<file path="config.mk">
export PLATFORM = sky130hd
export DESIGN_NAME = signed_shift_subtract_divider
export DESIGN_NICKNAME = d
export VERILOG_FILES = /design/src/hw/rtl/ssd_pkg.sv /design/src/hw/rtl/ssd_datapath.sv /design/src/hw/rtl/ssd_ctrl.sv /design/src/hw/rtl/signed_shift_subtract_divider.sv
export SDC_FILE = /design/constraint.sdc
export NUM_CORES = 1
export LEC_CHECK = 0
export BUFFER_PORTS_ARGS = -buffer_cell sky130_fd_sc_hd__buf_2
export CAP_MARGIN = 10
export CORE_MARGIN = 4
export CORE_UTILIZATION = 50
export CTS_CLUSTER_SIZE = 30
export DETAILED_ROUTE_END_ITERATION = 10
export PLACE_DENSITY = 0.71
export SYNTH_ARGS = -nofsm -noshare
export SYNTH_HDL_FRONTEND = slang
export SYNTH_SLANG_ARGS = --single-unit
</file>
<file path="constraint.sdc">
create_clock -name clk -period 3.53 [get_ports clk]
set_input_delay 0.353 -clock clk [delete_from_list [all_inputs] [get_ports clk]]
set_output_delay 0.353 -clock clk [all_outputs]
set_load 0.01 [all_outputs]
</file>
<file path="src/hw/rtl/ssd_pkg.sv">
// Package for the signed shift-subtract divider: default width and the
// command struct between controller and datapath. Depends on nothing.
`default_nettype none

package ssd_pkg;

  localparam int DATA_WIDTH_DEF = 32;

  typedef struct packed {
    logic load;
    logic step;
    logic finish;
  } ssd_cmd_t;

endpackage

`default_nettype wire

</file>
<file path="src/hw/rtl/ssd_datapath.sv">
// Datapath of the divider: magnitude load, one restoring step per cycle,
// sign fix-up and the output registers. Depends on ssd_pkg.
`default_nettype none

module ssd_datapath import ssd_pkg::*; #(
  parameter int DATA_WIDTH = DATA_WIDTH_DEF
) (
  input  wire logic                         clk,
  input  wire ssd_cmd_t                     cmd,
  input  wire logic signed [DATA_WIDTH-1:0] numerator,
  input  wire logic signed [DATA_WIDTH-1:0] denominator,
  output logic signed [DATA_WIDTH-1:0]      quotient,
  output logic                              saturated
);

  localparam logic [DATA_WIDTH-1:0] MAX_POS = {1'b0, {(DATA_WIDTH-1){1'b1}}};

  // The dividend register shifts out dividend bits and shifts in quotient bits.
  logic [DATA_WIDTH-1:0] dvd;
  logic [DATA_WIDTH-1:0] rem;
  logic [DATA_WIDTH-1:0] dvs;
  logic                  neg;
  logic                  div_zero;

  logic [DATA_WIDTH-1:0] mag_n;
  logic [DATA_WIDTH-1:0] mag_d;
  logic [DATA_WIDTH:0]   rem_sh;
  logic [DATA_WIDTH+1:0] trial;
  logic                  q_bit;
  logic [DATA_WIDTH-1:0] neg_q;

  always_comb begin
    mag_n  = numerator[DATA_WIDTH-1] ? (~numerator + 1'b1) : numerator;
    mag_d  = denominator[DATA_WIDTH-1] ? (~denominator + 1'b1) : denominator;
    rem_sh = {rem, dvd[DATA_WIDTH-1]};
    trial  = {1'b0, rem_sh} - {2'b00, dvs};
    q_bit  = ~trial[DATA_WIDTH+1];
    neg_q  = ~dvd + 1'b1;
  end

  always_ff @(posedge clk) begin
    if (cmd.load) begin
      dvd      <= mag_n;
      dvs      <= mag_d;
      rem      <= '0;
      neg      <= numerator[DATA_WIDTH-1] ^ denominator[DATA_WIDTH-1];
      div_zero <= (denominator == '0);
    end else if (cmd.step) begin
      rem <= q_bit ? trial[DATA_WIDTH-1:0] : rem_sh[DATA_WIDTH-1:0];
      dvd <= {dvd[DATA_WIDTH-2:0], q_bit};
    end
    if (cmd.finish) begin
      priority if (div_zero) begin
        quotient  <= MAX_POS;
        saturated <= 1'b1;
      end else if (neg) begin
        quotient  <= neg_q;
        saturated <= 1'b0;
      end else if (dvd[DATA_WIDTH-1]) begin
        quotient  <= MAX_POS;
        saturated <= 1'b1;
      end else begin
        quotient  <= dvd;
        saturated <= 1'b0;
      end
    end
  end

endmodule

`default_nettype wire

</file>
<file path="src/hw/rtl/ssd_ctrl.sv">
// Controller of the divider: sequences load, the quotient-bit steps and the
// fix-up, and owns the handshakes of both channels. Depends on ssd_pkg.
`default_nettype none

module ssd_ctrl import ssd_pkg::*; #(
  parameter int DATA_WIDTH = DATA_WIDTH_DEF
) (
  input  wire logic clk,
  input  wire logic rst,
  input  wire logic in_valid,
  output logic      in_ready,
  output logic      out_valid,
  input  wire logic out_ready,
  output ssd_cmd_t  cmd
);

  localparam int CNT_W = (DATA_WIDTH > 1) ? $clog2(DATA_WIDTH) : 1;
  localparam logic [CNT_W-1:0] CNT_INIT = CNT_W'(DATA_WIDTH - 1);

  typedef enum logic [1:0] {
    IDLE,
    RUN,
    FINISH
  } state_t;

  state_t           state;
  logic [CNT_W-1:0] count;

  always_comb begin
    in_ready   = (state == IDLE);
    cmd.load   = in_valid && (state == IDLE);
    cmd.step   = (state == RUN);
    cmd.finish = (state == FINISH) && (!out_valid || out_ready);
  end

  always_ff @(posedge clk) begin
    if (rst) begin
      state     <= IDLE;
      count     <= '0;
      out_valid <= 1'b0;
    end else begin
      unique case (state)
        IDLE: begin
          if (in_valid) begin
            state <= RUN;
            count <= CNT_INIT;
          end
        end
        RUN: begin
          if (count == '0) begin
            state <= FINISH;
          end else begin
            count <= count - 1'b1;
          end
        end
        FINISH: begin
          if (cmd.finish) begin
            state <= IDLE;
          end
        end
        default: begin
          state <= IDLE;
        end
      endcase
      if (cmd.finish) begin
        out_valid <= 1'b1;
      end else if (out_ready) begin
        out_valid <= 1'b0;
      end
    end
  end

endmodule

`default_nettype wire

</file>
<file path="src/hw/rtl/signed_shift_subtract_divider.sv">
// Signed integer divider, top level: controller and datapath joined by the
// command struct. Depends on ssd_pkg, ssd_ctrl and ssd_datapath.
//
// The input channel takes a beat of numerator and denominator, both signed,
// when in_valid and in_ready are high. The output channel shows a beat of
// quotient (truncated toward zero) and saturated with out_valid, held until
// out_ready is high. A zero divisor, or the most negative dividend divided
// by minus one, gives the largest positive value with saturated set.
// An item goes through a load step, the restoring subtract loop, which
// yields one quotient bit per cycle, and a fix-up step that applies the
// sign and writes the output register. A new item is taken only after the
// last one has left the fix-up step.
// in_ready is high whenever the block is idle, also while a finished beat
// still waits in the output register. If the receiver stalls, the next item
// finishes its loop and holds in the fix-up step until the output register
// frees up. Reset clears the controller and drops out_valid; the datapath
// registers are not reset.
`default_nettype none

module signed_shift_subtract_divider import ssd_pkg::*; #(
  parameter int DATA_WIDTH = DATA_WIDTH_DEF
) (
  input  wire logic                         clk,
  input  wire logic                         rst,
  input  wire logic                         in_valid,
  output logic                              in_ready,
  input  wire logic signed [DATA_WIDTH-1:0] numerator,
  input  wire logic signed [DATA_WIDTH-1:0] denominator,
  output logic                              out_valid,
  input  wire logic                         out_ready,
  output logic signed [DATA_WIDTH-1:0]      quotient,
  output logic                              saturated
);

  ssd_cmd_t cmd;

  ssd_ctrl #(
    .DATA_WIDTH(DATA_WIDTH)
  ) u_ctrl (
    .clk      (clk),
    .rst      (rst),
    .in_valid (in_valid),
    .in_ready (in_ready),
    .out_valid(out_valid),
    .out_ready(out_ready),
    .cmd      (cmd)
  );

  ssd_datapath #(
    .DATA_WIDTH(DATA_WIDTH)
  ) u_datapath (
    .clk        (clk),
    .cmd        (cmd),
    .numerator  (numerator),
    .denominator(denominator),
    .quotient   (quotient),
    .saturated  (saturated)
  );

endmodule

`default_nettype wire

</file>
==> out/qor.csv <==
metric,value,unit
Die ar.,19670,sq um
clock skew,0.007535,ns
RSZ-0062 raised after global routing,no,
top-count cell post-synth,nand2_1,
crit-path max cell delay,0.42,ns
final cell count without fillers,1271,
setup bufs post-CTS,0,
maximum clock rate,309.2,MHz
H-tree lvl count,4,
Maximum Capacitance Violations,0,
Inst Count DP,1238,
Critical Setup Path Class,reg -> reg,
post-cts gate resize count,0,
Synth warnings,0,
asr flop ratio synth,0,
Reg area,3774,sq um
DP HPWL,13790,microns
GRT Total Usage,0.1951,
via/cell ratio,5.520,
WL/cell,14.90,microns
Hold Path Class,in -> reg,
first-pass GRT wire length,31880,microns
"Arr. time, crit path",3.57,ns
Syn Inst Count,936,
Post-Syn Area,8746,sq um
commonest cells in the netlist,"nand2_1 (137), o21ai_0 (101), edfxtp_1 (99)",
final wirelength,18930,microns
Tcrit/Tclk final,0.9161,
Worst EP required,3.87,ns
initial antenna violation count,2,
cell taking the most area after synthesis,edfxtp_1,
Min-Delay Path Depth,1,
met1 WL,8770,microns
Final ANT Viol Nets,0,
synth top area cells,"edfxtp_1 (34%), dfxtp_1 (9.2%), nand2_1 (5.9%), o21ai_0 (5.8%), xor2_1 (5.4%)",
# clock sinks,139,
IO buf count,102,
Core Area,17240,sq um
multi-input combinational cell area,4662,sq um
pwr/cell area,633.2,nW/um^2
setup violators final,0,
min Tclk post-route,3.234,ns
"slowest stage cell, crit path",fa_1,
Leakage,4.002,nW
top_reg_cell synth,edfxtp_1,
nets@finish,1138,
CTS Buf Count,17,
metal2 WL,8884,microns
Slew Limit Fails,0,
Overflow after GRT,0,
DRC Markers,0,
CP Launch Type,flop,
syn_nets,1042,
Starting DRT DRC Count,604,
VDD IR max,0.3601,mV
GPL Wtd Cong,0.8905,
1st-pass router iterations,7,
die width,140.3,microns
DR vias,7016,
"Reg clk slew, reported paths",0.06,ns
Cell Rows,48,
highest metal used,met5,
I/O pin count,103,
relative slew slack,0.4301,
die height,140.3,microns
deepest clock path buffer count,2,
largest net degree at the start of global routing,66,
vias in the first global route,6626,
# fillers,1466,
Routed met3 length,854,microns
"critical path fanouts, max",4,
Reg2Reg Depth,13,
CP Capture Type,flop,
final hold viol count,0,
share of the synthesized area in the top cell type,0.3399,
starting density of the core,0.5074,
number of synthesized register bits,139,
setup_tns,0,ns
"Seq/Total Area, Yosys",0.4315,
root buffer cell,clkbuf_16,
status,finished clean,
Synth Area per Inst,9.344,sq um
worst slew pin tran,0.8517,ns
"EDFF count, synth",99,
Synth cell types,64,
worst path cell trace,"inv_1, ha_1, fa_1, nor2b_1, o2111ai_1, a21oi_1, o2111ai_1, a31oi_1, a21oi_1, o311ai_0, o211ai_1, mux2_2, o221ai_1",
synthesis-to-finish area growth,15.59,%
layout cell share with drive strength beyond 1,0.1694,
CTS tree,yes,
worst-skew pair later-pin latency,0.42,ns
CTS Hold Bufs,0,
state kept, by name (all words and copies together) (netlist names):
signal	cells
u_datapath.dvd	32
u_datapath.dvs	32
u_datapath.quotient	32
u_datapath.rem	32
u_ctrl.count	5
u_ctrl.state	2
u_ctrl.out_valid	1
u_datapath.div_zero	1
u_datapath.neg	1
u_datapath.saturated	1
final cells by class:
class	instances	area share
clock inverters	15	0.01572
flip-flops and latches	139	0.3733
repair buffers	114	0.06188
multi-input cells	712	0.4611
inverters	48	0.01782
well taps	225	0.02785
diodes	1	0.0002475
clock buffers	17	0.04208
cell usage in the layout (no fill, tap or decap), drive strengths merged, types with 9 or more instances in the layout:
| master | instances |
|---|---|
| nand2 | 138 |
| dfxtp | 40 |
| o31ai | 23 |
| o21ai | 104 |
| clkbuf | 17 |
| a21oi | 48 |
| o41ai | 11 |
| or3 | 25 |
| nor2b | 9 |
| xnor2 | 50 |
| ha | 37 |
| nor2 | 41 |
| a21o | 15 |
| nand2b | 21 |
| xor2 | 54 |
| nand3 | 17 |
| inv | 55 |
| mux2i | 21 |
| edfxtp | 99 |
| buf | 114 |
| nor3 | 19 |
critical path: cells and delay by family, from the launching register on:
family,cells,cell delay [ns]
simple gates,1,0.18
buf+inv,1,0.09
flops,1,0.38
compound gates,8,1.60
mux,1,0.29
fa+ha+maj,2,0.63
final timing paths:
path,end,startpoint,slack [ns]
hold reg to reg,u_datapath.rem[31],u_datapath.rem[31],0.48
hold / removal,u_datapath.dvs[0],denominator[0],0.17
setup reg to reg,u_datapath.rem[30],u_datapath.dvd[31],0.30
setup / recovery,u_datapath.rem[30],u_datapath.dvd[31],0.30
per-layer routing:
metal	vias to the layer above	GRT usage
li1	3569	-
met1	3261	0.2708
met2	154	0.3065
met3	30	0.03756
met4	2	0.06884
met5	-	0
power breakdown:
| part | leakage (nW) | switching, mW | internal, mW |
|---|---|---|---|
| sequential | 1.26 | 0.259 | 2.10 |
| clock | 0.282 | 0.759 | 0.996 |
| combinational | 2.46 | 1.29 | 1.00 |
| total | 4.00 | 2.31 | 4.09 |
cell families (layout without fill, tap and decap cells):
kind of cell	Yosys count	after routing	synth area share
DFF	139	139	0.4315
muxes	22	22	0.02532
adders and majority gates	38	38	0.05522
xor gates and xnor gates	104	104	0.1041
buffers and inverters	85	194	0.03691
AOI/OAI and AO/OA	245	245	0.1717
and+or+nand+nor	303	303	0.1752
other	0	1	0
stage by stage:
step / cell area (sq um) / utilization / setup WS (ns) / total power [mW] / hold slack [ns]
final: 10110 / 0.5865 / 0.2962 / 6.401 / 0.1726
after global routing: 10110 / 0.5865 / 0.01119 / 6.861 / 0.1591
after CTS: 10110 / 0.5864 / 0.2856 / 6.423 / 0.1597
after detailed placement: 9523 / 0.5525 / 0.2800 / 4.652 / 0.4698
after global placement: 9523 / 0.5525 / 0.3690 / 4.614 / 0.4576
after floorplan: 8746 / - / 0.6842 / 4.080 / 0.4381
Note: power is estimated with default switching activity, not from simulation.
